## src/rtl/core/ple_pkg.sv

```systemverilog
// Shared types and constants for the positional list engine.
// Request and status codes, cell command type and controller states.
// No dependencies.
package ple_pkg;

  // Width of the fixed payload fields.
  localparam int VALUE_W = 32;
  localparam int POS_W   = 6;

  typedef enum logic [2:0] {
    REQ_INS_FRONT = 3'd0,
    REQ_INS_BACK  = 3'd1,
    REQ_INS_POS   = 3'd2,
    REQ_DEL_FRONT = 3'd3,
    REQ_DEL_BACK  = 3'd4,
    REQ_DEL_POS   = 3'd5,
    REQ_LIST      = 3'd6
  } req_code_t;

  typedef enum logic [1:0] {
    STAT_OK    = 2'd0,
    STAT_EMPTY = 2'd1,
    STAT_RANGE = 2'd2,
    STAT_FULL  = 2'd3
  } status_t;

  typedef enum logic [1:0] {
    CELL_HOLD,
    CELL_INSERT,
    CELL_DELETE,
    CELL_ROTATE
  } cell_op_t;

  // Command broadcast to every cell of the chain. Cell indices never exceed
  // the range of the position field, so they share its width.
  typedef struct packed {
    cell_op_t                   op;
    logic [POS_W-1:0]           idx;
    logic [POS_W-1:0]           last;
    logic signed [VALUE_W-1:0]  value;
  } cell_cmd_t;

  typedef enum logic {
    ST_IDLE,
    ST_LIST
  } ctrl_state_t;

endpackage

```

## src/rtl/core/ple_req_if.sv

```systemverilog
// Request channel of the positional list engine: valid, ready and payload.
// Depends on ple_pkg for field widths.
interface ple_req_if;
  import ple_pkg::*;
  logic                      valid;
  logic                      ready;
  logic [2:0]                req_type;
  logic [POS_W-1:0]          position;
  logic signed [VALUE_W-1:0] item_value;

  modport source (output valid, req_type, position, item_value, input ready);
  modport sink   (input valid, req_type, position, item_value, output ready);
endinterface

```

## src/rtl/core/ple_rsp_if.sv

```systemverilog
// Result channel of the positional list engine: valid, ready and payload.
// Depends on ple_pkg for field widths.
interface ple_rsp_if;
  import ple_pkg::*;
  logic                      valid;
  logic                      ready;
  logic [1:0]                status;
  logic signed [VALUE_W-1:0] result_value;
  logic                      run_end;

  modport source (output valid, status, result_value, run_end, input ready);
  modport sink   (input valid, status, result_value, run_end, output ready);
endinterface

```

## src/rtl/core/ple_cell.sv

```systemverilog
// One storage cell of the list chain, holding a single entry.
// Depends on ple_pkg for the cell command type.
module ple_cell
  import ple_pkg::*;
#(
  parameter int INDEX = 0
) (
  input  logic                      clk,
  input  cell_cmd_t                 cmd,
  input  logic signed [VALUE_W-1:0] left_value,
  input  logic signed [VALUE_W-1:0] right_value,
  input  logic signed [VALUE_W-1:0] front_value,
  output logic signed [VALUE_W-1:0] value
);

  localparam logic [POS_W-1:0] MY_IDX = POS_W'(INDEX);

  always_ff @(posedge clk) begin
    case (cmd.op)
      CELL_INSERT: begin
        if (MY_IDX == cmd.idx) begin
          value <= cmd.value;
        end else if (MY_IDX > cmd.idx) begin
          value <= left_value;
        end
      end
      CELL_DELETE: begin
        if (MY_IDX >= cmd.idx) begin
          value <= right_value;
        end
      end
      CELL_ROTATE: begin
        // The front entry wraps around to the tail of the occupied cells.
        if (MY_IDX == cmd.last) begin
          value <= front_value;
        end else if (MY_IDX < cmd.last) begin
          value <= right_value;
        end
      end
      default: begin
        value <= value;
      end
    endcase
  end

endmodule

```

## src/rtl/core/positional_list_engine.sv

```systemverilog
// Top level of the positional list engine: controller, output register and
// the chain of ple_cell instances. Depends on ple_pkg, ple_req_if, ple_rsp_if.
//
//  Channel | Modport | Payload                            | Moves
//  --------+---------+------------------------------------+---------------------
//  req     | sink    | req_type, position, item_value     | one request
//  rsp     | source  | status, result_value, run_end      | one result item
//
// In an insert or delete every cell shifts toward or away from its neighbor in
// the same edge, so the position does not change the timing. A listing
// accepts the request, then gives one result item per entry. The chain rotates
// by one cell per result item and is back in its original order at the end.
// Reset (rst, synchronous) empties the list; cell contents are not cleared.
// A stalled result holds in the output register; new requests wait until it
// is taken, and a listing pauses its rotation while the output is stalled.
module positional_list_engine
  import ple_pkg::*;
#(
  parameter int CAPACITY = 32
) (
  input logic     clk,
  input logic     rst,
  ple_req_if.sink   req,
  ple_rsp_if.source rsp
);

  localparam int IDX_W = (CAPACITY > 1) ? $clog2(CAPACITY) : 1;
  localparam int CNT_W = $clog2(CAPACITY + 1);
  // Common width for comparing a position against the entry count.
  localparam int CMP_W = POS_W + 1;

  // Entry count and listing progress.
  logic [CNT_W-1:0] count;
  logic [CNT_W-1:0] count_next;
  logic [IDX_W-1:0] list_idx;
  logic [IDX_W-1:0] list_idx_next;

  ctrl_state_t state;
  ctrl_state_t state_next;

  // Output register.
  logic                      out_valid;
  logic [1:0]                out_status;
  logic signed [VALUE_W-1:0] out_value;
  logic                      out_end;

  logic                      load;
  logic [1:0]                load_status;
  logic signed [VALUE_W-1:0] load_value;
  logic                      load_end;

  cell_cmd_t                 cmd;
  logic signed [VALUE_W-1:0] cell_value [CAPACITY];

  logic             slot_free;
  logic             accept;
  logic             full;
  logic             empty;
  logic [CMP_W-1:0] pos_ext;
  logic [CMP_W-1:0] cnt_ext;
  logic [POS_W-1:0] pos_idx;
  logic [POS_W-1:0] tail_idx;
  logic [POS_W-1:0] back_idx;
  logic             list_last;

  // The output slot is free when empty or being emptied in this cycle.
  assign slot_free = !out_valid || rsp.ready;
  assign accept    = req.valid && req.ready;

  assign full     = (count == CNT_W'(CAPACITY));
  assign empty    = (count == '0);
  assign pos_ext  = CMP_W'(req.position);
  assign cnt_ext  = CMP_W'(count);
  assign pos_idx  = req.position - POS_W'(1);
  // Index of the last occupied cell, and of the first free one.
  assign tail_idx = POS_W'(count - CNT_W'(1));
  assign back_idx = POS_W'(count);
  assign list_last = (CNT_W'(list_idx) == count - CNT_W'(1));

  // Next state.
  always_comb begin
    state_next = state;
    case (state)
      ST_IDLE: begin
        if (accept && req.req_type == REQ_LIST && !empty) begin
          state_next = ST_LIST;
        end
      end
      ST_LIST: begin
        if (slot_free && list_last) begin
          state_next = ST_IDLE;
        end
      end
      default: begin
        state_next = ST_IDLE;
      end
    endcase
  end

  // Outputs of the controller: handshake, cell command and result loading.
  always_comb begin
    req.ready     = 1'b0;
    cmd.op        = CELL_HOLD;
    cmd.idx       = '0;
    cmd.last      = tail_idx;
    cmd.value     = req.item_value;
    count_next    = count;
    list_idx_next = list_idx;
    load          = 1'b0;
    load_status   = STAT_OK;
    load_value    = '0;
    load_end      = 1'b1;
    case (state)
      ST_IDLE: begin
        req.ready = slot_free;
        if (accept) begin
          case (req.req_type)
            REQ_INS_FRONT, REQ_INS_BACK, REQ_INS_POS: begin
              load = 1'b1;
              if (full) begin
                load_status = STAT_FULL;
              end else if (req.req_type == REQ_INS_POS &&
                           (pos_ext == '0 || pos_ext > cnt_ext + CMP_W'(1))) begin
                load_status = STAT_RANGE;
              end else begin
                cmd.op     = CELL_INSERT;
                count_next = count + CNT_W'(1);
                if (req.req_type == REQ_INS_FRONT) begin
                  cmd.idx = '0;
                end else if (req.req_type == REQ_INS_BACK) begin
                  cmd.idx = back_idx;
                end else begin
                  cmd.idx = pos_idx;
                end
              end
            end
            REQ_DEL_FRONT, REQ_DEL_BACK, REQ_DEL_POS: begin
              load = 1'b1;
              if (req.req_type == REQ_DEL_FRONT) begin
                cmd.idx = '0;
              end else if (req.req_type == REQ_DEL_BACK) begin
                cmd.idx = tail_idx;
              end else begin
                cmd.idx = pos_idx;
              end
              if (empty) begin
                load_status = STAT_EMPTY;
              end else if (req.req_type == REQ_DEL_POS &&
                           (pos_ext == '0 || pos_ext > cnt_ext)) begin
                load_status = STAT_RANGE;
              end else begin
                // The removed entry is read before the chain closes the gap.
                cmd.op     = CELL_DELETE;
                count_next = count - CNT_W'(1);
                load_value = cell_value[cmd.idx[IDX_W-1:0]];
              end
            end
            REQ_LIST: begin
              if (empty) begin
                load        = 1'b1;
                load_status = STAT_EMPTY;
              end else begin
                list_idx_next = '0;
              end
            end
            default: begin
              // Unused request code: accepted and dropped without a result.
            end
          endcase
        end
      end
      ST_LIST: begin
        if (slot_free) begin
          load          = 1'b1;
          load_value    = cell_value[0];
          load_end      = list_last;
          cmd.op        = CELL_ROTATE;
          list_idx_next = list_idx + IDX_W'(1);
        end
      end
      default: begin
      end
    endcase
  end

  always_ff @(posedge clk) begin
    if (rst) begin
      state     <= ST_IDLE;
      count     <= '0;
      list_idx  <= '0;
      out_valid <= 1'b0;
    end else begin
      state    <= state_next;
      count    <= count_next;
      list_idx <= list_idx_next;
      if (load) begin
        out_valid <= 1'b1;
      end else if (rsp.ready) begin
        out_valid <= 1'b0;
      end
    end
  end

  always_ff @(posedge clk) begin
    if (load) begin
      out_status <= load_status;
      out_value  <= load_value;
      out_end    <= load_end;
    end
  end

  assign rsp.valid        = out_valid;
  assign rsp.status       = out_status;
  assign rsp.result_value = out_value;
  assign rsp.run_end      = out_end;

  // Chain of cells; cell 0 holds the front of the list.
  for (genvar i = 0; i < CAPACITY; i++) begin : g_cell
    logic signed [VALUE_W-1:0] left_value;
    logic signed [VALUE_W-1:0] right_value;

    if (i == 0) begin : g_first
      assign left_value = req.item_value;
    end else begin : g_inner_l
      assign left_value = cell_value[i-1];
    end

    if (i == CAPACITY - 1) begin : g_end
      assign right_value = cell_value[i];
    end else begin : g_inner_r
      assign right_value = cell_value[i+1];
    end

    ple_cell #(
      .INDEX(i)
    ) u_cell (
      .clk        (clk),
      .cmd        (cmd),
      .left_value (left_value),
      .right_value(right_value),
      .front_value(cell_value[0]),
      .value      (cell_value[i])
    );
  end

endmodule
```

## src/flat_wrapper.sv

```systemverilog
// flat-port wrapper written by rule: the top's interface ports become plain ports
module positional_list_engine_flat import ple_pkg::*;
#(
  parameter int CAPACITY = 32
)
  (clk, rst, req_valid, req_req_type, req_position, req_item_value, req_ready, rsp_valid, rsp_status, rsp_result_value, rsp_run_end, rsp_ready);
  ple_req_if req_i ();
  ple_rsp_if rsp_i ();
  input logic clk;
  input logic rst;
  input wire logic [$bits(req_i.valid)-1:0] req_valid;
  input wire logic [$bits(req_i.req_type)-1:0] req_req_type;
  input wire logic [$bits(req_i.position)-1:0] req_position;
  input wire logic [$bits(req_i.item_value)-1:0] req_item_value;
  output wire logic [$bits(req_i.ready)-1:0] req_ready;
  output wire logic [$bits(rsp_i.valid)-1:0] rsp_valid;
  output wire logic [$bits(rsp_i.status)-1:0] rsp_status;
  output wire logic [$bits(rsp_i.result_value)-1:0] rsp_result_value;
  output wire logic [$bits(rsp_i.run_end)-1:0] rsp_run_end;
  input wire logic [$bits(rsp_i.ready)-1:0] rsp_ready;
  assign req_i.valid = req_valid;
  assign req_i.req_type = req_req_type;
  assign req_i.position = req_position;
  assign req_i.item_value = req_item_value;
  assign req_ready = req_i.ready;
  assign rsp_valid = rsp_i.valid;
  assign rsp_status = rsp_i.status;
  assign rsp_result_value = rsp_i.result_value;
  assign rsp_run_end = rsp_i.run_end;
  assign rsp_i.ready = rsp_ready;
  positional_list_engine #(.CAPACITY(CAPACITY)) u_core (.clk(clk), .rst(rst), .req(req_i), .rsp(rsp_i));
endmodule
```

## config.mk

```make
export PLATFORM = sky130hd
export DESIGN_NAME = positional_list_engine_flat
export DESIGN_NICKNAME = d
export VERILOG_FILES = /design/src/rtl/core/ple_pkg.sv /design/src/rtl/core/ple_req_if.sv /design/src/rtl/core/ple_rsp_if.sv /design/src/rtl/core/ple_cell.sv /design/src/rtl/core/positional_list_engine.sv /design/src/flat_wrapper.sv
export SDC_FILE = /design/constraint.sdc
export NUM_CORES = 2
export LEC_CHECK = 0
export BUFFER_PORTS_ARGS = -buffer_cell sky130_fd_sc_hd__buf_2
export CORE_UTILIZATION = 30
export DETAILED_ROUTE_END_ITERATION = 7
export PLACE_DENSITY_LB_ADDON = 0.12
export RECOVER_POWER = 100
export SETUP_SLACK_MARGIN = 0.02
export SLEW_MARGIN = 20
export SYNTH_ARGS = -nofsm -noshare
export SYNTH_HDL_FRONTEND = slang
export SYNTH_HIERARCHICAL = 1
export SYNTH_SLANG_ARGS = --single-unit
```

## constraint.sdc

```tcl
create_clock -name clk -period 35.8 [get_ports clk]
set_input_delay 7.16 -clock clk [delete_from_list [all_inputs] [get_ports clk]]
set_output_delay 7.16 -clock clk [all_outputs]
set_load 0.01 [all_outputs]
```

After elaboration in Yosys (flattened, before gate mapping)
Index checks and enable logic that the tools add are counted.
Word-level totals
  flip-flop bits (word level): 1072
  bits in latches: 0
  RAM bits: 0
  memory bits (read-only): 0
  bits of input ports: 45
  output and inout bits: 37
  memories: 0
Operators by class
  add/subtract/negate cells: 5
  multiply operators: 0
  divide/modulo/power cells: 0
  $lt $le $gt $ge: 97
  eq/ne operators: 177
  shift-type cells: 0
  mux-type cells: 242
  bitwise logic cells: 3
  reductions and logical operators: 59
Operators by type and width (number)
  $mux 32: 165
  $pmux 32 s3: 31
  $eq 5x6->1 const A: 32
  $ne 3x3->1 const B: 62
  $bmux 32 s5: 1
  $pmux 32 s2: 2
  $reduce_and 4->1: 31
  $eq 4x6->1 const A: 16
  $gt 5x6->1 const A: 16
  $ge 5x6->1 const A: 15
  $lt 5x6->1 const A: 15
  $ne 2x2->1 const B: 40
  $mux 6: 12
  $eq 3x6->1 const A: 8
  $ge 4x6->1 const A: 8
  $gt 4x6->1 const A: 8
  $lt 4x6->1 const A: 8
  $eq 2x6->1 const A: 4
  $ge 3x6->1 const A: 4
  $gt 3x6->1 const A: 4
  $lt 3x6->1 const A: 4
  $mux 5: 4
  $logic_not 6->1: 3
  $mux 8: 2
  other kinds (47): 88

Longest topological paths before layout
  depth in word-level cells: 15
  depth in mapped cells: 20
  depth with buffers taken out: 16

By module
The synthesis kept the hierarchy.
Modules (own cells, without submodules)
  positional_list_engine: times used 1, cells each 2165, area each 12662.1 um2, seq. area each 1311.3 um2
  ple_cell (u_core.g_cell[5].u_cell): times used 1, cells each 246, area each 2344.7 um2, seq. area each 960.9 um2
  ple_cell (u_core.g_cell[8].u_cell): times used 1, cells each 240, area each 2265.9 um2, seq. area each 960.9 um2
  ple_cell (u_core.g_cell[18].u_cell): times used 1, cells each 186, area each 2258.4 um2, seq. area each 960.9 um2
  ple_cell (u_core.g_cell[22].u_cell): times used 1, cells each 187, area each 2255.9 um2, seq. area each 960.9 um2
  ple_cell (u_core.g_cell[25].u_cell): times used 1, cells each 188, area each 2213.4 um2, seq. area each 960.9 um2
  ple_cell (u_core.g_cell[23].u_cell): times used 1, cells each 242, area each 2212.1 um2, seq. area each 960.9 um2
  ple_cell (u_core.g_cell[30].u_cell): times used 1, cells each 193, area each 2205.9 um2, seq. area each 960.9 um2
  ple_cell (u_core.g_cell[14].u_cell): times used 1, cells each 240, area each 2200.9 um2, seq. area each 960.9 um2
  ple_cell (u_core.g_cell[6].u_cell): times used 1, cells each 191, area each 2197.1 um2, seq. area each 960.9 um2
  ple_cell (u_core.g_cell[31].u_cell): times used 1, cells each 241, area each 2182.1 um2, seq. area each 960.9 um2
  ple_cell (u_core.g_cell[16].u_cell): times used 1, cells each 190, area each 2173.3 um2, seq. area each 960.9 um2
  ple_cell (u_core.g_cell[0].u_cell): times used 1, cells each 233, area each 2169.6 um2, seq. area each 960.9 um2
  ple_cell (u_core.g_cell[11].u_cell): times used 1, cells each 188, area each 2142.1 um2, seq. area each 960.9 um2
  19 more rows

Worst setup path before layout
Ideal clock, no wire load.
  path type: in2reg
  from: input port req_position[0]
  to: register u_core.g_cell[16].u_cell.value[0], enable pin
  arrival time: 14.228 ns
  data required time: 35.334 ns
  path slack: 21.107 ns
  cell stages on the path: 14
  buffers on the path: 2
  cell sequence: inv_1 > ha_1 > nor3b_1 > xnor2_1 > o2bb2ai_1 > nor2_1 > clkbuf_1 > a32oi_1 > nor2_1 > nor4b_4 > and2_1 > buf_4 > o21ai_1 > o21ai_0
RTL lines
  from (decl): line flat_wrapper.sv:13  | input wire logic [$bits(req_i.position)-1:0] req_position;
  to (signal assigned): line ple_cell.sv:22  | value <= cmd.value;
  to (signal assigned): line ple_cell.sv:24  | value <= left_value;
  to (signal assigned): line ple_cell.sv:29  | value <= right_value;
  to (decl): line ple_cell.sv:13  | output logic signed [VALUE_W-1:0] value

==> results.py <==
metrics = {
    "global_route": {
        "grt_antenna_before_repair": 45,
        "grt_pass1_vias": 70517,
        "track_usage_pct": 31.4,
        "grt_overflow": 0,
        "grt_max_degree": 197,
        "grt_pass1_wl_mm": 594,
    },
    "place": {
        "gp_congestion": 0.931,
        "dp_hpwl_mm": 268,
        "placed_area_mm2": 0.0829,
        "port_buffers": 81,
        "dp_cells": 11361,
    },
    "synthesis": {
        "yosysWarnings": 6,
        "synth-async-reset-ratio_pct": 0,
        "syn-num-nets": 8358,
        "synth_top_area_share_pct": 40.1,
        "yosysMostFrequentCell": "nand2_1",
        "ys_ff_latch": 1072,
        "syn_area_per_cell_um2": 9.56,
        "synth_commonest_cells": "nand2_1, edfxtp_1, mux2i_1",
        "synth.area.top_cells": "edfxtp_1, mux2i_1, nand2_1, a32oi_1, o21ai_0",
        "synthesis.area_mm2": 0.0793,
        "synthCells": 8296,
        "ys_seq_area_share_pct": 40.4,
        "synth_edf_count": 1059,
        "synthFlopType": "edfxtp_1",
        "yosys.cell_types.count": 121,
        "synth_top_cell_by_area": "edfxtp_1",
    },
    "timing": {
        "finalHoldViolCount": 0,
        "finalSetupViolations": 0,
        "tns_ps": 0,
        "rsz0062_at_grt": "false",
        "fin_crit_sh_pct": 66.7,
        "fin_worst_skew_ps": 31.4,
        "min_period_ps": 23870,
        "worstMarginPinSlew_ps": 9240,
        "max_freq_mhz": 41.9,
        "maxSlewViolCount": 3400,
        "max_slew_margin_pct": -516,
    },
    "cells_and_area": {
        "nFillCells": 27151,
        "nNetsFinal": 8058,
        "syn_to_final_growth_pct": 8.98,
        "final_area_mm2": 0.0865,
        "drive_above_1_share_pct": 9.70,
        "finalNonFillerCells": 11647,
    },
    "route": {
        "drt_iter0_markers": 11276,
        "drc": 0,
        "drt_pass1_iterations": 6,
        "vias": 75968,
        "avgViaCountPerCell": 6.52,
        "totalWireLength_mm": 434,
        "wl_per_cell_um": 37.3,
        "drtAntennaViolNets": 0,
    },
    "clock_tree": {
        "clockBufferDepth": 3,
        "cts_made_buffers": 144,
        "clk_root_buffer_cell": "clkbuf_16",
        "htree_levels": 4,
        "clkSlewWorstSetupHoldPaths_ps": 60,
        "cts.sinks": 1072,
        "post_cts_buffers": 0,
        "cts_resized": 0,
        "clk_latency_ps": 850,
        "hold_buffers": 0,
        "cts_tree": "done",
    },
    "floorplanning": {
        "ios": 82,
        "core_area_mm2": 0.263,
        "core.rowCount": 188,
        "die_w_um": 516,
        "die_h_um": 516,
        "design.die.area_mm2": 0.266,
        "start_util_pct": 30.2,
    },
    "worst_setup_path": {
        "crit_path_max_incr_delay_ps": 5640,
        "crit_path_top_delay_cell": "clkbuf_1",
        "arrival_ps": 24300,
        "startpoint_type": "input pin",
        "crit_chain": "clkbuf_1, nand2_1, nor2_1, o21ai_0, nand2b_1, clkbuf_1, clkbuf_1, o21ai_0, o21ai_0, clkbuf_1",
        "crit_path_frequent_cell": "clkbuf_1",
        "cp-end-kind": "flip-flop",
        "crit_fanout": 161,
        "crit_type": "in -> reg",
        "required_ps": 36230,
    },
    "power": {
        "power_frac_clock_pct": 30.9,
        "switchingPower_mw": 1.85,
        "power_density_mw_per_mm2": 54.4,
        "sequentialPowerShare_pct": 39.1,
        "internal-power_mw": 2.85,
        "pwr-share-comb_pct": 30.0,
        "power.leakage_nw": 30.3,
        "swShare_pct": 39.4,
        "vdd_drop_max_mv": 0.0447,
    },
    "outcome": {
        "status": "finished, violations left",
        "violations": "capacitance limit, slew limit",
    },
    "job": {
        "maxCapViolations": 80,
    },
    "worst_hold_path": {
        "min_path_type": "reg -> reg",
    },
}
logic make-up (layout without fill, tap and decap cells):
logic type               after synthesis  in the layout  synth area share [%]
flip-flops                          1072           1072                  40.4
other                                  0             27                     0
AND/OR/NAND/NOR                     2686           2686                  16.3
AO/OA/AOI/OAI                       2461           2461                  22.7
multiplexers                        1063           1063                  13.5
adder cells (fa/ha/maj)               18             18                 0.281
XOR/XNOR                              28             28                 0.333
buffers and inverters                968            777                  6.51
through the flow:
step | utilization [%] | worst slack [ps] | hold WS [ps] | total power [mW]
detailed placement | 31.5 | 20870 | 523 | 3.21
finish | 32.9 | 11930 | 539 | 4.70
floorplan | - | 21110 | 489 | 2.57
CTS | 33.2 | 20870 | 540 | 4.66
global route | 32.9 | 11140 | 583 | 4.83
global placement | 31.5 | 20880 | 525 | 3.19
final timing paths:
path                                   start                                            to  slack, ps  cells after the start
min reg2reg  u_core/list_idx[4]$_SDFFE_PP0P_               u_core/list_idx[4]$_SDFFE_PP0P_        540                      2
min          u_core/list_idx[4]$_SDFFE_PP0P_               u_core/list_idx[4]$_SDFFE_PP0P_        540                      2
max reg2reg  u_core/back_idx[3]$_SDFFE_PP0P_  u_core/g_cell[16].u_cell/value[27]$_DFFE_PP_      17710                     13
max                          req_req_type[0]  u_core/g_cell[16].u_cell/value[27]$_DFFE_PP_      11930                     10
area by class of cell:
class                   count  area [um2]  area share, %
inverters                 123         464          0.537
diodes                     27        67.6         0.0782
repair buffers            399        2590           3.00
multi-input cells        6256       42400           49.1
clock buffers             182        3850           4.46
clock inverters            73         596          0.689
flip-flops and latches   1072       32100           37.1
well taps                3515        4400           5.09
flip-flops by register name (all words and copies together) (netlist names):
| signal | flops |
|---|---|
| u_core/g_cell.u_cell/value | 1024 |
| u_core/rsp.result_value | 32 |
| u_core/back_idx | 6 |
| u_core/list_idx | 5 |
| u_core/rsp.status | 2 |
| u_core/rsp.run_end | 1 |
| u_core/rsp.valid | 1 |
| u_core/state | 1 |
layer usage:
layer	part of all wire, %	GRT usage (%)
met1	40	41.4
met2	43	46.4
met3	11	8.60
met4	5.9	17.0
met5	0.074	0.469
power by group through the flow:
stage | Clock, mW | Sequential [mW] | Combinational, mW
6_report | 1.45 | 1.84 | 1.41
5_1_grt | 1.51 | 1.85 | 1.47
4_1_cts | 1.47 | 1.81 | 1.37
3_5_place_dp | 0 | 1.84 | 1.37
3_3_place_gp | 0 | 1.84 | 1.35
2_1_floorplan | 0 | 1.77 | 0.795
worst max-delay path, delay by kind of cell:
kind,cells,cell delay [ps]
buf+inv,4,9770
compound gates,3,3540
simple gates,3,3370
layout by cell type, fill, tap and decap left out, types with 133 or more instances in the layout:
cell type,Yosys,layout
a31oi_1,234,232
a32oi_1,350,350
edfxtp_1,1059,1059
nand3_1,382,379
o21ai_0,384,476
a311oi_1,202,175
clkbuf_16,0,149
nor3_1,135,133
buf_4,60,231
clkbuf_1,418,148
a21oi_1,272,269
o21ai_1,261,156
a22oi_1,198,200
mux2i_1,1059,1058
a211oi_1,161,160
nand2_1,1581,1578
and3_1,166,162
Power figures use the tool's default switching activity.
